File: config.mk
export PLATFORM = sky130hd
export DESIGN_NAME = uart_idle_frame_relay_top
export DESIGN_NICKNAME = d
export VERILOG_FILES = /design/src/rtl/uifr_pkg.sv /design/src/rtl/uifr_ram.sv /design/src/rtl/uifr_ctrl.sv /design/src/rtl/uifr_out.sv /design/src/rtl/uart_idle_frame_relay_top.sv
export SDC_FILE = /design/constraint.sdc
export NUM_CORES = 1
export LEC_CHECK = 0
export ABC_AREA = 1
export BUFFER_PORTS_ARGS = -buffer_cell sky130_fd_sc_hd__buf_4
export CAP_MARGIN = 20
export CORE_MARGIN = 2
export CORE_UTILIZATION = 39
export DETAILED_ROUTE_END_ITERATION = 16
export SYNTH_ARGS = -nofsm -noshare
export SYNTH_HDL_FRONTEND = slang
export SYNTH_SLANG_ARGS = --single-unit
File: constraint.sdc
create_clock -name clock -period 7.55 [get_ports clock]
set_input_delay 0.755 -clock clock [delete_from_list [all_inputs] [get_ports clock]]
set_output_delay 0.755 -clock clock [all_outputs]
set_load 0.02 [all_outputs]
File: src/rtl/uifr_pkg.sv
// Package for the idle-frame serial relay: payload types, event codes and sizes.
package uifr_pkg;

   // Frame buffer size and the widths that follow from it
   localparam int BUFFER_DEPTH = 64;
   localparam int ADDR_W       = $clog2(BUFFER_DEPTH);
   localparam int POS_W        = $clog2(BUFFER_DEPTH + 1);

   // Idle timeout register
   localparam int          TICKS_W     = 16;
   localparam logic [15:0] TICKS_RESET = 16'd5000;

   // Event codes carried in the action field
   localparam logic [1:0] ACT_TICK = 2'd0;
   localparam logic [1:0] ACT_RX   = 2'd1;
   localparam logic [1:0] ACT_DONE = 2'd2;

   // Input beat
   typedef struct packed {
      logic [1:0] action;
      logic [7:0] rx_byte;
   } req_type;

   // Result beat
   typedef struct packed {
      logic [7:0] tx_byte;
      logic       port_select;
      logic       last_byte;
   } rsp_type;

   // Emit request from the control logic to the output stage
   typedef struct packed {
      logic valid;
      logic port_select;
      logic last_byte;
   } emit_type;

endpackage

File: src/rtl/uifr_ram.sv
// Generic single-write, single-read RAM with registered read data.
module uifr_ram #(
   parameter int WIDTH = 8,
   parameter int DEPTH = 64
) (
   input  logic                     clock,
   input  logic                     wr_en,
   input  logic [$clog2(DEPTH)-1:0] wr_addr,
   input  logic [WIDTH-1:0]         wr_data,
   input  logic                     rd_en,
   input  logic [$clog2(DEPTH)-1:0] rd_addr,
   output logic [WIDTH-1:0]         rd_data
);

   logic [WIDTH-1:0] mem [DEPTH];
   logic [WIDTH-1:0] rd_data_ff;

   // Write port
   always_ff @(posedge clock) begin
      if (wr_en) begin
         mem[wr_addr] <= wr_data;
      end
   end

   // Read port, data held until the next read
   always_ff @(posedge clock) begin
      if (rd_en) begin
         rd_data_ff <= mem[rd_addr];
      end
   end

   assign rd_data = rd_data_ff;

endmodule

File: src/rtl/uifr_ctrl.sv
// Relay control: frame positions, mode, port toggle and idle timer, one event per beat.
module uifr_ctrl (
   input  logic                       clock,
   input  logic                       reset,
   input  logic                       accept,
   input  uifr_pkg::req_type          req_data,
   input  logic [uifr_pkg::TICKS_W-1:0] idle_ticks,
   output logic                       wr_en,
   output logic [uifr_pkg::ADDR_W-1:0] wr_addr,
   output logic [7:0]                 wr_data,
   output logic                       rd_en,
   output logic [uifr_pkg::ADDR_W-1:0] rd_addr,
   output uifr_pkg::emit_type         emit
);

   logic [uifr_pkg::POS_W-1:0]   wpos_ff, wpos_in;
   logic [uifr_pkg::POS_W-1:0]   rpos_ff, rpos_in;
   logic [uifr_pkg::POS_W-1:0]   flen_ff, flen_in;
   logic                         tx_mode_ff, tx_mode_in;
   logic                         alt_port_ff, alt_port_in;
   logic [uifr_pkg::TICKS_W-1:0] idle_cnt_ff, idle_cnt_in;
   logic                         active_ff, active_in;

   logic [uifr_pkg::TICKS_W-1:0] cnt_inc;
   logic [uifr_pkg::TICKS_W-1:0] limit;
   logic [uifr_pkg::POS_W-1:0]   emit_pos;
   logic                         do_emit;

   // Saturating tick count and effective timeout (zero acts as one)
   assign cnt_inc = (idle_cnt_ff != '1) ? idle_cnt_ff + uifr_pkg::TICKS_W'(1) : idle_cnt_ff;
   assign limit   = (idle_ticks == '0) ? uifr_pkg::TICKS_W'(1) : idle_ticks;

   // Event decode and next state
   always_comb begin
      wpos_in     = wpos_ff;
      rpos_in     = rpos_ff;
      flen_in     = flen_ff;
      tx_mode_in  = tx_mode_ff;
      alt_port_in = alt_port_ff;
      idle_cnt_in = idle_cnt_ff;
      active_in   = active_ff;
      wr_en       = 1'b0;
      do_emit     = 1'b0;
      emit_pos    = rpos_ff;
      if (accept) begin
         unique case (req_data.action)
            uifr_pkg::ACT_RX: begin
               if (!tx_mode_ff) begin
                  // store while there is room; a dropped byte still counts as activity
                  if (wpos_ff < uifr_pkg::POS_W'(uifr_pkg::BUFFER_DEPTH)) begin
                     wr_en   = 1'b1;
                     wpos_in = wpos_ff + uifr_pkg::POS_W'(1);
                  end
                  idle_cnt_in = '0;
                  active_in   = 1'b1;
               end
            end
            uifr_pkg::ACT_DONE: begin
               if (tx_mode_ff) begin
                  idle_cnt_in = '0;
                  active_in   = 1'b1;
                  if (rpos_ff < flen_ff) begin
                     do_emit  = 1'b1;
                     emit_pos = rpos_ff;
                     rpos_in  = rpos_ff + uifr_pkg::POS_W'(1);
                  end
               end
            end
            uifr_pkg::ACT_TICK: begin
               if (cnt_inc < limit) begin
                  idle_cnt_in = cnt_inc;
               end else begin
                  idle_cnt_in = '0;
                  active_in   = 1'b0;
                  if (!tx_mode_ff) begin
                     // frame ended: switch port and send the first byte
                     if (active_ff && (wpos_ff != '0)) begin
                        alt_port_in = !alt_port_ff;
                        tx_mode_in  = 1'b1;
                        flen_in     = wpos_ff;
                        rpos_in     = uifr_pkg::POS_W'(1);
                        do_emit     = 1'b1;
                        emit_pos    = '0;
                     end
                  end else begin
                     // transmission timed out: back to receive, frame cleared
                     tx_mode_in = 1'b0;
                     wpos_in    = '0;
                     rpos_in    = '0;
                     flen_in    = '0;
                  end
               end
            end
            default: begin
            end
         endcase
      end
   end

   // Buffer access
   assign wr_addr = wpos_ff[uifr_pkg::ADDR_W-1:0];
   assign wr_data = req_data.rx_byte;
   assign rd_en   = do_emit;
   assign rd_addr = emit_pos[uifr_pkg::ADDR_W-1:0];

   // Result flags use the updated port and frame length
   assign emit.valid       = do_emit;
   assign emit.port_select = alt_port_in;
   assign emit.last_byte   = ((emit_pos + uifr_pkg::POS_W'(1)) == flen_in);

   always_ff @(posedge clock) begin
      if (reset) begin
         wpos_ff     <= '0;
         rpos_ff     <= '0;
         flen_ff     <= '0;
         tx_mode_ff  <= 1'b0;
         alt_port_ff <= 1'b0;
         idle_cnt_ff <= '0;
         active_ff   <= 1'b0;
      end else begin
         wpos_ff     <= wpos_in;
         rpos_ff     <= rpos_in;
         flen_ff     <= flen_in;
         tx_mode_ff  <= tx_mode_in;
         alt_port_ff <= alt_port_in;
         idle_cnt_ff <= idle_cnt_in;
         active_ff   <= active_in;
      end
   end

endmodule

File: src/rtl/uifr_out.sv
// Result path: read-pending stage and output register with stall handling.
module uifr_out (
   input  logic               clock,
   input  logic               reset,
   input  uifr_pkg::emit_type emit,
   input  logic [7:0]         rd_data,
   output logic               hold,
   output logic               rsp_valid,
   output uifr_pkg::rsp_type  rsp_data,
   input  logic               rsp_stall
);

   logic              pend_valid_ff, pend_valid_in;
   logic              pend_port_ff, pend_port_in;
   logic              pend_last_ff, pend_last_in;
   logic              out_valid_ff, out_valid_in;
   uifr_pkg::rsp_type out_data_ff, out_data_in;
   logic              advance;
   logic              move;

   // Output register frees when empty or taken this cycle
   assign advance = !out_valid_ff || !rsp_stall;
   assign move    = pend_valid_ff && advance;
   assign hold    = pend_valid_ff && !advance;

   // Pending stage waits for the buffer read data
   always_comb begin
      pend_valid_in = pend_valid_ff;
      pend_port_in  = pend_port_ff;
      pend_last_in  = pend_last_ff;
      if (emit.valid) begin
         pend_valid_in = 1'b1;
         pend_port_in  = emit.port_select;
         pend_last_in  = emit.last_byte;
      end else if (move) begin
         pend_valid_in = 1'b0;
      end
   end

   // Output register
   always_comb begin
      out_valid_in = out_valid_ff;
      out_data_in  = out_data_ff;
      if (move) begin
         out_valid_in            = 1'b1;
         out_data_in.tx_byte     = rd_data;
         out_data_in.port_select = pend_port_ff;
         out_data_in.last_byte   = pend_last_ff;
      end else if (advance) begin
         out_valid_in = 1'b0;
      end
   end

   always_ff @(posedge clock) begin
      if (reset) begin
         pend_valid_ff <= 1'b0;
         out_valid_ff  <= 1'b0;
      end else begin
         pend_valid_ff <= pend_valid_in;
         out_valid_ff  <= out_valid_in;
      end
   end

   always_ff @(posedge clock) begin
      pend_port_ff <= pend_port_in;
      pend_last_ff <= pend_last_in;
      out_data_ff  <= out_data_in;
   end

   assign rsp_valid = out_valid_ff;
   assign rsp_data  = out_data_ff;

endmodule

File: src/rtl/uart_idle_frame_relay_top.sv
// Top level of the idle-frame serial relay: buffer, control, result path, timeout register.
//
//   channel  direction  handshake          beat
//   req_     in         valid / stall      action, rx_byte
//   rsp_     out        valid / stall      tx_byte, port_select, last_byte
//   csr_     in         valid / ready      idle_ticks (16 bits)
//
// One event per cycle while req_stall is low; a result is registered first by the read of the
// 64-byte frame buffer, with its flags in the pending stage, then in the output register.
// Synchronous reset clears control state; buffer contents stay undefined.
// req_stall rises only while a result waits on both stages and rsp_stall is high.
// csr_ready is always high; idle_ticks resets to 5000.
module uart_idle_frame_relay_top (
   input  logic              clock,
   input  logic              reset,
   input  logic              req_valid,
   output logic              req_stall,
   input  uifr_pkg::req_type req_data,
   output logic              rsp_valid,
   input  logic              rsp_stall,
   output uifr_pkg::rsp_type rsp_data,
   input  logic              csr_valid,
   output logic              csr_ready,
   input  logic [15:0]       csr_wdata
);

   logic [uifr_pkg::TICKS_W-1:0]  idle_ticks_ff, idle_ticks_in;
   logic                          accept;
   logic                          hold;
   logic                          wr_en;
   logic [uifr_pkg::ADDR_W-1:0]   wr_addr;
   logic [7:0]                    wr_data;
   logic                          rd_en;
   logic [uifr_pkg::ADDR_W-1:0]   rd_addr;
   logic [7:0]                    rd_data;
   uifr_pkg::emit_type            emit;

   // Timeout register
   assign csr_ready     = 1'b1;
   assign idle_ticks_in = (csr_valid && csr_ready) ? csr_wdata : idle_ticks_ff;

   always_ff @(posedge clock) begin
      if (reset) begin
         idle_ticks_ff <= uifr_pkg::TICKS_RESET;
      end else begin
         idle_ticks_ff <= idle_ticks_in;
      end
   end

   // Input handshake
   assign req_stall = hold;
   assign accept    = req_valid && !req_stall;

   uifr_ctrl u_ctrl (
      .clock      (clock),
      .reset      (reset),
      .accept     (accept),
      .req_data   (req_data),
      .idle_ticks (idle_ticks_ff),
      .wr_en      (wr_en),
      .wr_addr    (wr_addr),
      .wr_data    (wr_data),
      .rd_en      (rd_en),
      .rd_addr    (rd_addr),
      .emit       (emit)
   );

   uifr_ram #(
      .WIDTH (8),
      .DEPTH (uifr_pkg::BUFFER_DEPTH)
   ) u_frame_buf (
      .clock   (clock),
      .wr_en   (wr_en),
      .wr_addr (wr_addr),
      .wr_data (wr_data),
      .rd_en   (rd_en),
      .rd_addr (rd_addr),
      .rd_data (rd_data)
   );

   uifr_out u_out (
      .clock     (clock),
      .reset     (reset),
      .emit      (emit),
      .rd_data   (rd_data),
      .hold      (hold),
      .rsp_valid (rsp_valid),
      .rsp_data  (rsp_data),
      .rsp_stall (rsp_stall)
   );

endmodule

==> impl_metrics.csv, run 1 <==
group,metric,value,unit
sta,setup_viol,0,
synth,synth_top_area_share,60.5,%
drt,dr.max_layer_used,"met4",
drt,dr.pass1.iters,6,
placement,io_buffers,42,
pwr,p_sw_share,21.7,%
floorplanning,num_io_pins,44,
final_layout,syn2layout_area_growth,11.1,%
pwr,netSwitchingPower,0.00149,W
drt,num_vias,18300,
clocking,cts_sinks,590,
synth,synth-seq-area-share,64.8,%
synth,synth_xor_area_share,0.663,%
clocking,insertion_delay,0.64,ns
drt,ant_nets,0,
synth,synth_edf_count,532,
setup_path,worstReg2RegStart,"u_ctrl.idle_cnt_ff[0]$_SDFFE_PP0P_",
hold_path,hp-class,"input port to register",
floorplanning,die_y,264,um
clocking,post-cts-setup-buffers,0,
synth,synth_largest_area_cell,"edfxtp_1",
setup_path,cp-start-kind,"register",
sta,max_freq,172,MHz
flow_run,max-cap-violations,0,
setup_path,arrival,6.22,ns
pwr,seq_power_share,52.1,%
sta,slew_headroom,28.2,%
floorplanning,die-width,264,um
clocking,cts_resized,0,
drt,wl_per_cell,20.7,um
synth,synthMuxAreaShare,0,%
grt,grt-ovfl-total,0,
final_layout,drive_gt1_share,10.4,%
setup_path,critical_path_required,7.94,ns
floorplanning,start_util,39.3,%
hold_path,holdPathStages,3,
clocking,cts_tree,"yes",
grt,grt_max_degree,113,
synth,netlist_instances,2446,
synth,synth_area_leaders,"edfxtp_1, nand3_1, dfxtp_1",
setup_path,critPathLaunch,"u_ctrl.idle_cnt_ff[0]$_SDFFE_PP0P_",
setup_path,crit_slowest_cell,"buf_4",
pwr,pwr-share-comb,4.2,%
floorplanning,coreArea,67200,um2
pwr,power_density,234,nW/um2
drt,route.detailed.drc,0,
hold_path,hp-start,"csr_wdata[9]",
setup_path,cp_common_cell,"nand3_1",
grt,antenna_found_initial,1,
synth,async_flop_share,0,%
placement,hpwl,41300,um
drt,drt-met1-wl,29800,um
sta,slew_violations,0,
synth,syn_avg_cell_area,10.8,um2
pwr,internal_power,0.00537,W
clocking,root_buffer,"clkbuf_16",
floorplanning,die-area,69900,um2
final_layout,finalNetCount,2487,
pwr,vdd_drop_max,0.175,mV
pwr,p_leak,10.8,nW
drt,drt_iter0_drc,1920,
synth,synth_compound_area_share,4.21,%
grt,grt_usage,19.9,%
clocking,clk_pin_slew,0.06,ns
setup_path,endpoint_kind,"register",
drt,route.met2.wl,32700,um
synth,synth_top_family_by_area,"simple AND/OR/NAND/NOR gates",
sta,hold_viol,0,
synth,synthSimpleGateAreaFrac,22.2,%
drt,avgViaCountPerCell,5.44,
run_status,status,"finished, final reports clean",
sta,worst_pin_slew,1.08,ns
clocking,htreeDepth,2,
drt,wl_met3,4880,um
sta,finClkSkew,0.0200,ns
setup_path,rrSetupSlack,1.72,ns
sta,rsz0062_at_grt,"false",
placement,gp_congestion,0.855,
sta,period_share,77.2,%
synth,ys_ff_latch,590,
setup_path,ff2ff_path_depth,28,
sta,fin_tns_setup,0,ns
floorplanning,rows,95,
grt,grt_pass1_vias,17700,
synth,synthAdderAreaFrac,1.23,%
setup_path,crit_path_max_fanout,74,
clocking,clock_path_buffers,3,
clocking,cts_hold_buf,0,
sta,fin_crit,5.83,ns
synth,yosysUniqueCellTypes,42,
setup_path,crit_type,"register to register",
clocking,cts_made_buffers,61,
synth,yosysWarnings,0,
synth,synth-main-ff-cell,"edfxtp_1",
synth,synth_nets,2503,
setup_path,cp_slowest_stage_delay,0.79,ns
synth,syn_area,26400,um2
drt,wl,69600,um
pwr,power,0.00686,W
grt,grt_pass1_wl,107000,um
pwr,power_frac_clock,43.8,%
[placed cells by master (no fill, tap or decap), drive strengths merged]
cell type  instances
dfxtp             58
a32o               1
nand3            512
buf               65
a211oi             3
edfxtp           532
xor2              11
nor3b              2
or2               80
o21ai             83
diode              1
clkinvlp           2
nor2             199
clkinv            37
ha                26
a31oi              1
clkbuf            74
a21oi             68
o21a               2
nor3              19
nand2            256
xnor2              9
a21o               1
o211ai             1
inv              275
or3                1
nand4             10
and3               1
nand3b           113
a2111oi            1
bufinv             6
conb               1
o2111ai           32
[worst max-delay path: cells and delay by family, from the launching register on]
family	cells	cell delay, ns
AOI/OAI and AO/OA	4	0.52
DFF	1	0.34
and+or+nand+nor	19	2.53
buffers and inverters	2	1.41
adders and majority gates	2	0.51
xor gates and xnor gates	1	0.22
[registers in the layout (all words and copies together) (netlist names), 7 cells and up]
register / flops
u_ctrl.idle_cnt_ff: 16
u_frame_buf.rd_data: 8
u_ctrl.wpos_ff: 7
u_ctrl.flen_ff: 7
idle_ticks_ff: 16
u_frame_buf.mem: 512
u_ctrl.rpos_ff: 7
u_out.rsp_data: 10
[cells in the mapped netlist (all sizes together), types with 2 or more instances]
cell type and instances:
a211oi 3, a21oi 68, buf 83, clkbuf 62
clkinv 6, dfxtp 58, edfxtp 532, ha 26
inv 272, nand2 256, nand3 512, nand3b 113
nand4 10, nor2 199, nor3 19, nor3b 2
o2111ai 32, o21a 2, o21ai 83, or2 80
xnor2 9, xor2 11
[through the flow]
step	setup WS, ns	hold slack, ns	instances	util, %	instance area, um2
after floorplan	3.43	0.400	2446	-	26400
after global placement	1.65	0.409	3232	40.6	27200
after detailed placement	1.73	0.420	3236	40.7	27300
after CTS	1.71	0.312	3351	43.6	29300
after global routing	1.03	0.328	3355	43.7	29400
final	1.72	0.345	3356	43.7	29400
[cell families after synthesis]
family          after synthesis
simple gates               1193
flops                       590
buf+inv                     423
compound gates              193
fa+ha+maj                    26
xor+xnor                     20
other cells                   1
[layer usage]
layer  vias up  track usage, %
li1       8473               -
met4         0            7.05
met3       126            3.17
met1      8957            27.4
met2       713            32.2
met5         -               0
[path summary, 6_finish.rpt]
| path | endpoint |
|---|---|
| worst max register to register | u_frame_buf.rd_data[1]$_DFFE_PP_ |
| worst min register to register | u_out.rsp_data[1]$_DFFE_PP_ |
| worst min-delay path | idle_ticks_ff[9]$_SDFFE_PP1P_ |
| worst max-delay path | u_frame_buf.rd_data[1]$_DFFE_PP_ |
[power groups by stage]
stage	logic [W]	clock network [W]	registers (W)
after global routing	0.000313	0.00318	0.00357
after floorplan	0.000153	0	0.00364
final	0.000286	0.00300	0.00357
after CTS	0.000286	0.00305	0.00357
after global placement	0.000280	0	0.00364
after detailed placement	0.000286	0	0.00364
[area by class of cell]
type | instances | area [um2]
fill | 6223 | 37800
sequential | 590 | 17100
multi-input combinational | 1433 | 7500
clock buffer | 73 | 1630
tap | 873 | 1090
inverter | 278 | 1040
timing repair buffer | 66 | 588
clock inverter | 42 | 362
antenna | 1 | 2.50
Power figures use the tool's default switching activity.
==> run 2: changes to the inputs <==
- ABC_AREA: 1 -> 0
- clock period: 7.55 -> 5 ns (I/O delays scaled with it)
==> impl_metrics.csv, run 2 <==
group,metric,value,unit
setup_path,arrival,5.27,ns
sta,fin_crit,4.88,ns
drt,avgViaCountPerCell,5.64,
synth,synth-main-ff-cell,"edfxtp_1",
synth,synth_compound_area_share,9.15,%
synth,yosysUniqueCellTypes,74,
grt,grt-ovfl-total,0,
final_layout,finalNetCount,1817,
sta,holdWs,0.116,ns
sta,hold_viol,0,
clocking,cts_made_buffers,60,
clocking,cts_tree,"yes",
drt,dr.pass1.iters,7,
final_layout,final_cell_mix,"edfxtp_1, nor2_1, a21oi_1, nand2_1, buf_4",
placement,io_buffers,42,
synth,synthAdderAreaFrac,1.31,%
placement,dp_cells,2537,
final_layout,syn2layout_area_growth,15.1,%
final_layout,layout.cells.non_filler,2657,
synth,synth_commonest_cells,"edfxtp_1, nor2_1, a21oi_1",
placement,gp_congestion,0.866,
grt,grt_pass1_wl,94200,um
synth,synth-seq-area-share,69.1,%
final_layout,reg_top3,"u_frame_buf.mem: 512 flops, idle_ticks_ff: 16 flops, u_ctrl.idle_cnt_ff: 16 flops",
floorplanning,die-width,256,um
synth,synth_area_leaders,"edfxtp_1, mux4_2, dfxtp_1",
drt,drt_iter0_drc,1645,
grt,grt_usage,19.1,%
floorplanning,coreArea,63000,um2
sta,finClkSkew,0.0596,ns
pwr,power_density,347,nW/um2
synth,async_flop_share,0,%
sta,setup_viol,0,
grt,grt_pass1_vias,14800,
drt,ant_nets,0,
final_layout,n_antenna_cell,0,
pwr,p_sw_share,21.0,%
setup_path,cp-start-kind,"register",
clocking,clk_pin_slew,0.07,ns
drt,wl_met3,5180,um
synth,synth_edf_count,532,
drt,dr.max_layer_used,"met4",
run_status,status,"finished, final reports clean",
flow_run,max-cap-violations,0,
drt,wl_per_cell,24.0,um
drt,wl,63900,um
synth,synth_largest_area_cell,"edfxtp_1",
synth,synth_top_family_by_area,"multiplexers",
synth,syn_avg_cell_area,14.7,um2
pwr,vdd_drop_max,0.282,mV
setup_path,endpoint_kind,"register",
synth,synthMuxAreaShare,9.37,%
sta,worst_pin_slew,1.21,ns
floorplanning,die-area,65600,um2
pwr,seq_power_share,54.3,%
grt,grt_max_degree,82,
synth,synthSimpleGateAreaFrac,7.54,%
sta,worst_slack,0.118,ns
sta,max_freq,205,MHz
pwr,internal_power,0.00783,W
hold_path,hp-class,"input port to register",
synth,syn_area,24800,um2
clocking,cts_sinks,590,
synth,synth_nets,1744,
clocking,htreeDepth,2,
clocking,clock_path_buffers,3,
synth,netlist_instances,1687,
final_layout,drive_gt1_share,19.1,%
floorplanning,rows,92,
setup_path,crit_path_max_fanout,7,
final_layout,layout_commonest_cell,"edfxtp_1",
pwr,p_leak,9.07,nW
synth,synth_xor_area_share,1.24,%
drt,drt-met1-wl,26400,um
sta,fin_tns_setup,0,ns
final_layout,regMostFlops,"u_frame_buf.mem",
placement,dp_worst_setup_slack,-0.290,ns
placement,hpwl,38900,um
sta,slew_headroom,18.9,%
floorplanning,num_io_pins,44,
synth,synth_top_area_share,64.4,%
setup_path,crit_type,"register to register",
grt,antenna_found_initial,0,
synth,ys_ff_latch,590,
sta,slew_violations,0,
pwr,power,0.00992,W
drt,route.detailed.drc,0,
floorplanning,start_util,39.4,%
pwr,netSwitchingPower,0.00208,W
clocking,root_buffer,"clkbuf_16",
pwr,pwr-share-comb,2.0,%
synth,yosysMostFrequentCell,"edfxtp_1",
drt,num_vias,15000,
clocking,cts_hold_buf,0,
sta,period_share,97.6,%
setup_path,critical_path_required,5.39,ns
floorplanning,die_y,256,um
pwr,power_frac_clock,43.6,%
synth,yosysWarnings,0,
final_layout,largest_register_ffs,512,
drt,route.met2.wl,30300,um
clocking,insertion_delay,0.65,ns
[run 2: worst paths after layout]
path | from | endpoint | slack, ns | cells past startpoint
worst max-delay path | u_ctrl.idle_cnt_ff[1]$_SDFFE_PP0P_ | u_frame_buf.rd_data[0]$_DFFE_PP_ | 0.12 | 20
worst max register to register | u_ctrl.idle_cnt_ff[1]$_SDFFE_PP0P_ | u_frame_buf.rd_data[0]$_DFFE_PP_ | 0.12 | 20
worst min-delay path | rsp_stall | u_out.rsp_valid$_SDFFE_PP0P_ | 0.12 | 3
worst min register to register | u_out.pend_last_ff$_DFFE_PP_ | u_out.rsp_data[0]$_DFFE_PP_ | 0.40 | 0
[run 2: cells by family after synthesis]
logic type	count (synthesis)
multiplexers	151
XOR/XNOR	33
flip-flops	590
adder cells (fa/ha/maj)	26
other	1
AO/OA/AOI/OAI	348
buffers and inverters	138
AND/OR/NAND/NOR	400
[run 2: what timing repair did]
| item | CTS | global route |
|---|---|---|
| pin swaps | 2 | 12 |
| setup buffers | 2 | 2 |
| gates resized for setup | 8 | 28 |
| cloned | 0 | 2 |
| endpoints found under the setup margin | 6 | 17 |
[run 2: stage by stage]
step / instance area (um2) / util [%]
after floorplan: 24800 / -
after global placement: 26400 / 41.9
after detailed placement: 26400 / 41.9
after CTS: 28300 / 45.0
after global routing: 28500 / 45.3
final: 28500 / 45.3
[run 2: per-layer routing]
| metal | global-route usage [%] | vias up |
|---|---|---|
| li1 | - | 6709 |
| met1 | 25.6 | 7588 |
| met2 | 30.3 | 565 |
| met3 | 5.13 | 128 |
| met4 | 6.38 | 0 |
| met5 | 0 | - |
[run 2: cell type report]
class / count / area (um2)
clock buffer: 75 / 1620
sequential: 590 / 17200
fill: 5545 / 34400
clock inverter: 38 / 293
multi-input combinational: 959 / 7270
tap: 846 / 1060
timing repair buffer: 116 / 1020
inverter: 33 / 129
[run 2: worst max-delay path, stage by stage, from the launching register on]
cell and delay (ns):
dfxtp_2 0.36, ha_4 0.14, nand3_1 0.09, or4_4 0.54, and4_4 0.21, and2_4 0.17
nand2_4 0.08, nor2_1 0.07, xor2_1 0.15, ha_1 0.32, a21o_1 0.16, a21o_1 0.18
a22oi_2 0.28, buf_4 0.18, a21oi_4 0.09, buf_8 0.17, or3_1 0.33, mux4_2 0.47
nand2_1 0.11, a211oi_1 0.08, or4_1 0.48
[run 2: power groups by stage]
stage                     logic (W)  registers (W)  clock network [W]
after detailed placement   0.000198        0.00549                  0
after global routing       0.000220        0.00539            0.00459
after global placement     0.000193        0.00549                  0
after CTS                  0.000200        0.00539            0.00441
final                      0.000201        0.00539            0.00433
after floorplan           0.0000765        0.00549                  0
